[src/rtl/whaf_pkg.sv]
// ---------------------------------------------------------------------------
// whaf_pkg: shared constants and tables for the weighted history average
// Tap weights (Q0.16, newest first) and the warm-up reciprocal table.
// ---------------------------------------------------------------------------
package whaf_pkg;

  localparam int SAMPLE_IN_W     = 16;  // sample_cm field width
  localparam int AVG_W           = 24;  // average_cm_q8 field width
  localparam int TAPS_USED_W     = 4;   // taps_used field width
  localparam int MAX_TAPS        = 10;
  localparam int TAPS_DEF        = 10;
  localparam int SAMPLE_BITS_DEF = 16;

  localparam int TAP_IDX_W = 4;   // index into the weight / reciprocal tables
  localparam int WEIGHT_W  = 15;  // widest weight is below 2^15
  localparam int WSUM_W    = 16;  // all weights sum to 2^16

  // Normalizing multiply walks the reciprocal one digit per cycle, LSB first
  localparam int DIGIT_W      = 8;
  localparam int RECIP_DIGITS = 5;
  localparam int RECIP_W      = DIGIT_W * RECIP_DIGITS;

  function automatic logic [WEIGHT_W-1:0] tap_weight(input logic [TAP_IDX_W-1:0] idx);
    logic [WEIGHT_W-1:0] w;
    case (idx)
      4'd0:    w = 15'd19661;
      4'd1:    w = 15'd14418;
      4'd2:    w = 15'd10486;
      4'd3:    w = 15'd7864;
      4'd4:    w = 15'd6554;
      4'd5:    w = 15'd2621;
      4'd6:    w = 15'd1311;
      4'd7:    w = 15'd1311;
      4'd8:    w = 15'd655;
      4'd9:    w = 15'd655;
      default: w = '0;
    endcase
    return w;
  endfunction

  // ceil(2^48 / W(n)), W(n) being the sum of the n newest weights
  function automatic logic [RECIP_W-1:0] recip_of(input logic [TAP_IDX_W-1:0] n);
    logic [RECIP_W-1:0] r;
    case (n)
      4'd1:    r = 40'd14316412020;
      4'd2:    r = 40'd8259484631;
      4'd3:    r = 40'd6316054678;
      4'd4:    r = 40'd5368688641;
      4'd5:    r = 40'd4772137340;
      4'd6:    r = 40'd4569102278;
      4'd7:    r = 40'd4473892978;
      4'd8:    r = 40'd4382570559;
      4'd9:    r = 40'd4338326733;
      4'd10:   r = 40'd4294967296;
      default: r = '0;
    endcase
    return r;
  endfunction

endpackage

[src/rtl/whaf_norm.sv]
// ---------------------------------------------------------------------------
// whaf_norm: digit-serial normalizing multiply
// Computes floor(acc * recip / 2^40), one 8-bit reciprocal digit per cycle.
// ---------------------------------------------------------------------------
module whaf_norm
  import whaf_pkg::*;
#(
  parameter int ACC_W = SAMPLE_BITS_DEF + WSUM_W
) (
  input  logic               clk,
  input  logic               rst,
  input  logic               start,
  input  logic [ACC_W-1:0]   acc_in,
  input  logic [RECIP_W-1:0] recip_in,
  output logic               done,
  output logic [AVG_W-1:0]   quot
);

  localparam int CNT_W = $clog2(RECIP_DIGITS + 1);

  logic               busy;
  logic [CNT_W-1:0]   cnt;
  logic [ACC_W-1:0]   mcand;
  logic [RECIP_W-1:0] rsh;
  logic [ACC_W-1:0]   part;

  logic [ACC_W+DIGIT_W-1:0] pp;
  logic [ACC_W+DIGIT_W:0]   sum;
  logic                     last;

  assign pp   = mcand * rsh[DIGIT_W-1:0];
  assign sum  = {{(DIGIT_W+1){1'b0}}, part} + {1'b0, pp};
  assign last = (cnt == CNT_W'(RECIP_DIGITS - 1));

  always_ff @(posedge clk) begin
    if (rst) begin
      busy <= 1'b0;
      cnt  <= '0;
      done <= 1'b0;
    end else begin
      done <= busy && last;
      if (start) begin
        busy <= 1'b1;
        cnt  <= '0;
      end else if (busy) begin
        cnt <= cnt + 1'b1;
        if (last) begin
          busy <= 1'b0;
        end
      end
    end
  end

  // Low digits drop off exactly; what remains after all digits is the quotient
  always_ff @(posedge clk) begin
    if (start) begin
      mcand <= acc_in;
      rsh   <= recip_in;
      part  <= '0;
    end else if (busy) begin
      rsh  <= rsh >> DIGIT_W;
      part <= sum[ACC_W+DIGIT_W-1:DIGIT_W];
    end
  end

  assign quot = part[AVG_W-1:0];

endmodule

[src/rtl/weighted_history_average_filter_core.sv]
// ---------------------------------------------------------------------------
// weighted_history_average_filter_core: 10-tap weighted moving average
//
// Slave stream (s_*) takes one range sample per transfer; master stream (m_*)
// returns one weighted average per sample, with the number of taps it used.
// The newest sample weighs 0.30, the oldest 0.01; until TAPS samples have
// arrived only those received are used, normalized by their weight sum.
// Timing: a sample is taken only while the core is idle. The tap loop runs
// one tap per cycle (single multiply-accumulate on a rotating sample line),
// then the normalizing multiply works through the five 8-bit reciprocal
// digits, one per cycle. The core takes no new sample until the result of
// the current one has been loaded into the output register.
// The result register frees the core from the receiver: if an earlier result
// is still held with m_tready low, the finished result waits in a hold state until the old output transfers.
// Reset clears the fill level; the sample line holds no valid data until
// written and needs no clearing.
// ---------------------------------------------------------------------------
module weighted_history_average_filter_core
  import whaf_pkg::*;
#(
  parameter int TAPS        = TAPS_DEF,
  parameter int SAMPLE_BITS = SAMPLE_BITS_DEF
) (
  input  logic        clk,
  input  logic        rst,
  input  logic        s_tvalid,
  output logic        s_tready,
  input  logic [15:0] s_tdata,   // [15:0] sample_cm
  output logic        m_tvalid,
  input  logic        m_tready,
  output logic [31:0] m_tdata    // [23:0] average_cm_q8, [27:24] taps_used, [31:28] zero
);

  localparam int SAMP_W = (SAMPLE_BITS < SAMPLE_IN_W) ? SAMPLE_BITS : SAMPLE_IN_W;
  localparam int ACC_W  = SAMP_W + WSUM_W;
  localparam int CNT_W  = $clog2(TAPS + 1);

  localparam logic [1:0] ST_IDLE = 2'd0;
  localparam logic [1:0] ST_TAP  = 2'd1;
  localparam logic [1:0] ST_NORM = 2'd2;
  localparam logic [1:0] ST_HOLD = 2'd3;

  logic [1:0]       state;
  logic [CNT_W-1:0] tap_cnt;
  logic [CNT_W-1:0] fill;
  logic [ACC_W-1:0] acc;
  logic [SAMP_W-1:0] ring [TAPS];

  logic [AVG_W-1:0]       avg;
  logic [TAPS_USED_W-1:0] taps_out;

  logic                       in_xfer;
  logic                       out_free;
  logic                       last_tap;
  logic [SAMP_W+WEIGHT_W-1:0] tap_prod;
  logic [SAMP_W+WEIGHT_W-1:0] tap_term;
  logic [ACC_W-1:0]           acc_next;
  logic                       norm_start;
  logic                       norm_done;
  logic [AVG_W-1:0]           norm_quot;
  logic                       out_load;

  assign s_tready = (state == ST_IDLE) && !rst;
  assign in_xfer  = s_tvalid && s_tready;
  assign out_free = !m_tvalid || m_tready;
  assign last_tap = (tap_cnt == CNT_W'(TAPS - 1));

  // ring[0] is always the sample for the current tap; unfilled taps add zero
  assign tap_prod = ring[0] * tap_weight(TAP_IDX_W'(tap_cnt));
  assign tap_term = (tap_cnt < fill) ? tap_prod : '0;
  assign acc_next = acc + ACC_W'(tap_term);

  assign norm_start = (state == ST_TAP) && last_tap;
  assign out_load   = ((state == ST_NORM) && norm_done && out_free) ||
                      ((state == ST_HOLD) && out_free);

  whaf_norm #(
    .ACC_W (ACC_W)
  ) u_norm (
    .clk      (clk),
    .rst      (rst),
    .start    (norm_start),
    .acc_in   (acc_next),
    .recip_in (recip_of(TAP_IDX_W'(fill))),
    .done     (norm_done),
    .quot     (norm_quot)
  );

  always_ff @(posedge clk) begin
    if (rst) begin
      state   <= ST_IDLE;
      tap_cnt <= '0;
      fill    <= '0;
    end else begin
      unique case (state)
        ST_IDLE: begin
          if (in_xfer) begin
            tap_cnt <= '0;
            if (fill != CNT_W'(TAPS)) begin
              fill <= fill + 1'b1;
            end
            state <= ST_TAP;
          end
        end
        ST_TAP: begin
          tap_cnt <= tap_cnt + 1'b1;
          if (last_tap) begin
            state <= ST_NORM;
          end
        end
        ST_NORM: begin
          if (norm_done) begin
            state <= out_free ? ST_IDLE : ST_HOLD;
          end
        end
        ST_HOLD: begin
          if (out_free) begin
            state <= ST_IDLE;
          end
        end
        default: state <= ST_IDLE;
      endcase
    end
  end

  // Sample line: shift in on a transfer, rotate once per tap (TAPS rotations
  // bring it back to newest-first order)
  always_ff @(posedge clk) begin
    if (in_xfer) begin
      ring[0] <= s_tdata[SAMP_W-1:0];
      for (int k = 1; k < TAPS; k++) begin
        ring[k] <= ring[k-1];
      end
    end else if (state == ST_TAP) begin
      for (int k = 0; k < TAPS - 1; k++) begin
        ring[k] <= ring[k+1];
      end
      ring[TAPS-1] <= ring[0];
    end
  end

  always_ff @(posedge clk) begin
    if (in_xfer) begin
      acc <= '0;
    end else if (state == ST_TAP) begin
      acc <= acc_next;
    end
  end

  always_ff @(posedge clk) begin
    if (rst) begin
      m_tvalid <= 1'b0;
    end else if (out_load) begin
      m_tvalid <= 1'b1;
    end else if (m_tready) begin
      m_tvalid <= 1'b0;
    end
  end

  always_ff @(posedge clk) begin
    if (out_load) begin
      avg      <= norm_quot;
      taps_out <= TAPS_USED_W'(fill);
    end
  end

  assign m_tdata = {4'b0000, taps_out, avg};

  a_done_in_norm: assert property (@(posedge clk) disable iff (rst)
    norm_done |-> state == ST_NORM)
    else $error("normalizer finished outside the normalize state");

  a_fill_range: assert property (@(posedge clk) disable iff (rst)
    fill <= CNT_W'(TAPS))
    else $error("fill level beyond tap count");

  a_fill_step: assert property (@(posedge clk) disable iff (rst)
    in_xfer && (fill != CNT_W'(TAPS)) |=> fill == $past(fill) + 1'b1)
    else $error("fill level did not advance on a sample transfer");

  a_taps_used: assert property (@(posedge clk) disable iff (rst)
    m_tvalid |-> (taps_out != '0) && (taps_out <= TAPS_USED_W'(TAPS)))
    else $error("taps_used out of range on a valid result");

endmodule
[config.mk]
export PLATFORM = sky130hd
export DESIGN_NAME = weighted_history_average_filter_core
export DESIGN_NICKNAME = d
export VERILOG_FILES = /design/src/rtl/whaf_pkg.sv /design/src/rtl/whaf_norm.sv /design/src/rtl/weighted_history_average_filter_core.sv
export SDC_FILE = /design/constraint.sdc
export NUM_CORES = 2
export LEC_CHECK = 0
export ABC_AREA = 1
export BUFFER_PORTS_ARGS = -buffer_cell sky130_fd_sc_hd__buf_2
export CAP_MARGIN = 20
export CORE_MARGIN = 5
export CORE_UTILIZATION = 71
export CTS_BUF_LIST = sky130_fd_sc_hd__clkbuf_16
export DETAILED_ROUTE_END_ITERATION = 7
export PLACE_DENSITY = 0.87
export SLEW_MARGIN = 20
export SYNTH_ARGS = -nofsm -noshare
export SYNTH_HDL_FRONTEND = slang
export SYNTH_HIERARCHICAL = 1
export SYNTH_SLANG_ARGS = --single-unit
[constraint.sdc]
create_clock -name clk -period 12.6 [get_ports clk]
set_input_delay 1.89 -clock clk [delete_from_list [all_inputs] [get_ports clk]]
set_output_delay 1.89 -clock clk [all_outputs]
set_load 0.01 [all_outputs]
; After elaboration in Yosys (flattened, before gate mapping)
; Memories as Yosys holds them, arrays and structs flattened. A register that Yosys moved wholly into a read port is not among the register bits.
; Index checks and enable logic that the tools add are counted.
; W data, S select, Z words.
[word_totals]
ram_bits = 160
n_memories = 3
latch_bits = 0
out_inout_bits = 34
input_bits = 20
regBits = 180
rom_bits = 784
elab_cells = 98
[op_classes]
add_sub_neg = 5
reduce_logical = 19
muxes = 35
n_shift = 0
multipliers = 2
bitwise_logic = 10
eq_ne = 10
magnitude_cmp = 1
div_mod_pow = 0
[memory_table]
columns = memory, words, word_bits, read_ports, rd_clocked_by_memory_dff, wr, line_no
row1 = (name not given), 16, 34, 1, 1, 0, whaf_pkg.sv:44  ; case (n)
row2 = (name not given), 16, 15, 1, 1, 0, whaf_pkg.sv:25  ; case (idx)
row3 = ring, 10, 16, 10, 0, 10, weighted_history_average_filter_core.sv:47  ; logic [SAMP_W-1:0] ring [TAPS];
[op_table]
columns = operator, n
row1 = $mux W16, 10
row2 = $mux W40, 2
row3 = $add A32 B40 Y40, 1
row4 = $mul A32 B8 Y40, 1
row5 = $add A32 B31 Y32, 1
row6 = $mul A16 B15 Y31, 1
row7 = $mux W31, 1
row8 = $mux W4, 5
row9 = $mux W1, 10
row10 = $mux W2, 5
row11 = $or A1 B1 Y1, 10
row12 = $add A4 B1 Y4 const B, 2
row13 = $pmux W2 S4, 1
row14 = $pmux W4 S2, 1
row15 = $logic_and A1 B1 Y1, 7
row16 = $ne A2 B2 Y1 const B, 3
row17 = $reduce_bool A2 Y1, 3
row18 = $eq A2 B2 Y1 const B, 2
row19 = $eq A4 B4 Y1 const B, 1
row20 = $lt A4 B4 Y1, 1
row21 = $ne A4 B4 Y1 const B, 1
row22 = $reduce_and A4 Y1, 1
row23 = $add A3 B1 Y3 const B, 1
row24 = $eq A3 B3 Y1 const B, 1
row25 = 8 further kinds, 10

; Longest topological paths before layout
[logic_depth]
word_depth = 7
ltp_mapped = 40
ltp_nobuf = 38

; Modules after synthesis
; Netlist, hierarchy kept.
[by_module_without_submodules]
columns = module, area_each_um2, instances, cells_each, seq_area_each_um2
row1 = weighted_history_average_filter_core, 22106.2, 1, 2827, 7467.2
row2 = whaf_norm, 13736.9, 1, 1801, 2902.8

; Worst setup path before layout
; OpenSTA, ideal clock, no wires.
[synth_path]
path_kind = in2reg
start = input port rst
end = register with a tool-made name
path_slack_ps = 5266
arrival_ps = 7214
stages = 9
setup_time_ps = 120
n_path_buf = 0
required_time_ps = 12480
path_cell_list = inv_2 -> nand3_2 -> nand2_1 -> a21oi_1 -> inv_1 -> ha_1 -> nand2_1 -> o21ai_0 -> or2_1
[synth_lines]
columns = item, line_no
row1 = from (decl), weighted_history_average_filter_core.sv:25  ; input logic rst,

==> flow_summary.ini <==
[grt]
grt.overflow.total = 0
grt_max_degree = 117
track_usage_pct = 31.2
grt_pass1_wl_um = 142000
grt_antenna_before_repair = 0
grt_pass1_vias = 29657

[finish]
area_delta_synth_final_pct = 4.92
nNetsFinal = 5155
final_cell_mix = nand2_1, inv_1, fa_1, edfxtp_1, ha_1
layout_commonest_cell = nand2_1
fillCellCount = 3630
final_layout_size_suffix_gt1_share_pct = 3.74
diodes = 0

[clock_tree]
ctsResizeCount = 0
htree_levels = 2
cts-root-buf = clkbuf_16
cts_num_sinks = 388
numCtsBuffers = 42
hold_buffers = 0
cts_tree = built
cts.path.max_buffers = 3
postCtsSetupRepairBufs = 0
clk_latency_ps = 590
cts.clk_slew.worst_paths_ps = 70

[logic_synthesis]
async_flop_share_pct = 0
synth_cell_type_count = 49
ys_seq_elements = 388
seq_area_frac_synth_pct = 28.9
syn_inst = 4628
synth_edf_count = 260
yosysWarnings = 6
synth_flop_cell = edfxtp_1
syn_area_um2 = 35800
syn_area_per_cell_um2 = 7.74

[setup_path]
endpoint = u_norm/mcand[30]
cp.required_ps = 12930
cp.depth = 29
crit_family = adder cells
worstSetupEndpointType = register
cp_slowest_stage_delay_ps = 940
critical_path.reg2reg.startpoint = ring[0][2]
crit_fanout = 17
critical_path_class = register to register
ff2ff_path_depth = 29
worst-endpoint-arrival_ps = 7960
startpoint_type = register
reg2reg_slack_ps = 4970
critPathSlowestCell = edfxtp_1
cp-startpoint = ring[0][2]
crit_top_cell = nand2_1
critPathBufInv = 6
r2r_end = u_norm/mcand[30]

[sta]
worst_pin_slew_ps = 1090
setup_viol = 0
fmax_mhz = 131
finalSetupTns_ps = 0
hold_viol_final = 0
min_period_ps = 7630
timing.final.crit_share_pct = 60.6
slew_viol_final = 0
relSlewSlack_pct = 27.3
grt_setup_unrepaired = no
fin_skew_ps = 23.3

[floorplan]
die_h_um = 235
initial_core_util_pct = 71.6
die_w_um = 235
rows = 82
dieArea_um2 = 55100
pin_count = 54
coreArea_um2 = 50100

[detailed_routing]
drtAntennaViolNets = 0
first_pass_iters = 7
wl_per_cell_um = 16.2
dr_total_vias = 28624
drtIter0Drc = 2509
drcViolationCount = 0
viasPerCell = 5.46
wirelength_um = 85100

[placement]
gp_congestion = 0.976
port-buffer-count = 49
dpl.hpwl_um = 63200

[outcome]
outcome = finished clean

[flow_run]
drv_cap = 0

[min_path]
worst_hold_path_type = register to register
## synth_stat cells, types with 6 or more instances
library cell | count | area (um^2)
o21ai_1 | 7 | 35.0
clkbuf_1 | 152 | 571
nand3_1 | 119 | 596
a21oi_1 | 147 | 736
edfxtp_1 | 260 | 7810
nor3_1 | 21 | 105
inv_1 | 1132 | 4250
buf_4 | 29 | 218
inv_2 | 6 | 22.5
ha_1 | 205 | 2560
xnor2_1 | 12 | 105
dfxtp_1 | 128 | 2560
nand2_1 | 1448 | 5440
a21o_1 | 9 | 67.6
xor2_1 | 31 | 272
nor2_1 | 194 | 728
and2_1 | 20 | 125
clkbuf_2 | 23 | 115
o21bai_1 | 10 | 75.1
nand3b_1 | 9 | 67.6
fa_1 | 392 | 7850
nand4_1 | 9 | 56.3
a22o_1 | 7 | 61.3
o21ai_0 | 196 | 981
buf_2 | 6 | 30.0
## routing by layer
| layer | GRT usage (%) | vias to the layer above | share of wire [%] |
|---|---|---|---|
| met2 | 53.8 | 1257 | 49 |
| met4 | 14.1 | 0 | 4.6 |
| li1 | - | 13497 | - |
| met5 | 0 | - | 0 |
| met3 | 4.84 | 303 | 7.6 |
| met1 | 39.2 | 13567 | 38 |
## worst min path at each step
| stage | endpoint | slack, ps | cells past startpoint | startpoint |
|---|---|---|---|---|
| global route | avg[4] | 430 | 0 | u_norm/part[4] |
| finish | avg[4] | 430 | 0 | u_norm/part[4] |
| detailed placement | avg[12] | 420 | 0 | u_norm/part[12] |
| floorplan | acc[12] | 430 | 2 | acc[12] |
| global placement | avg[4] | 410 | 0 | u_norm/part[4] |
| CTS | avg[4] | 430 | 0 | u_norm/part[4] |
## cell type report
cell class | count | area, um^2 | share of cell area, %
Inverter | 1139 | 4280 | 11.4
Tap cell | 672 | 841 | 2.24
Clock inverter | 36 | 329 | 0.875
Timing Repair Buffer | 70 | 423 | 1.12
Clock buffer | 42 | 1050 | 2.79
Multi-Input combinational cell | 2897 | 20300 | 54.0
Sequential cell | 388 | 10400 | 27.6
## per-stage QoR
stage | instance area [um^2] | utilization (%) | instances | hold WS [ps] | setup WS, ps
4_1_cts | 37600 | 75.1 | 5243 | 425 | 5140
2_1_floorplan | 35900 | - | 4637 | 432 | 5270
3_5_place_dp | 36200 | 72.3 | 5165 | 419 | 5150
5_1_grt | 37600 | 75.1 | 5244 | 429 | 4600
6_report | 37600 | 75.1 | 5244 | 429 | 4970
3_3_place_gp | 36200 | 72.3 | 5165 | 412 | 5310
## cells by family (layout without fill, tap and decap cells)
logic type	after synthesis	in the layout	synth area share, %
buffers and inverters	1352	1287	14.6
adder cells (fa/ha/maj)	597	597	29.1
XOR/XNOR	43	43	1.05
AND/OR/NAND/NOR	1845	1845	20.4
flip-flops	388	388	28.9
AO/OA/AOI/OAI	402	402	6.02
other	1	10	0.0105
Power is not shown: default switching activity piles up to over one toggle a cycle in this logic, so the estimate is an artifact.
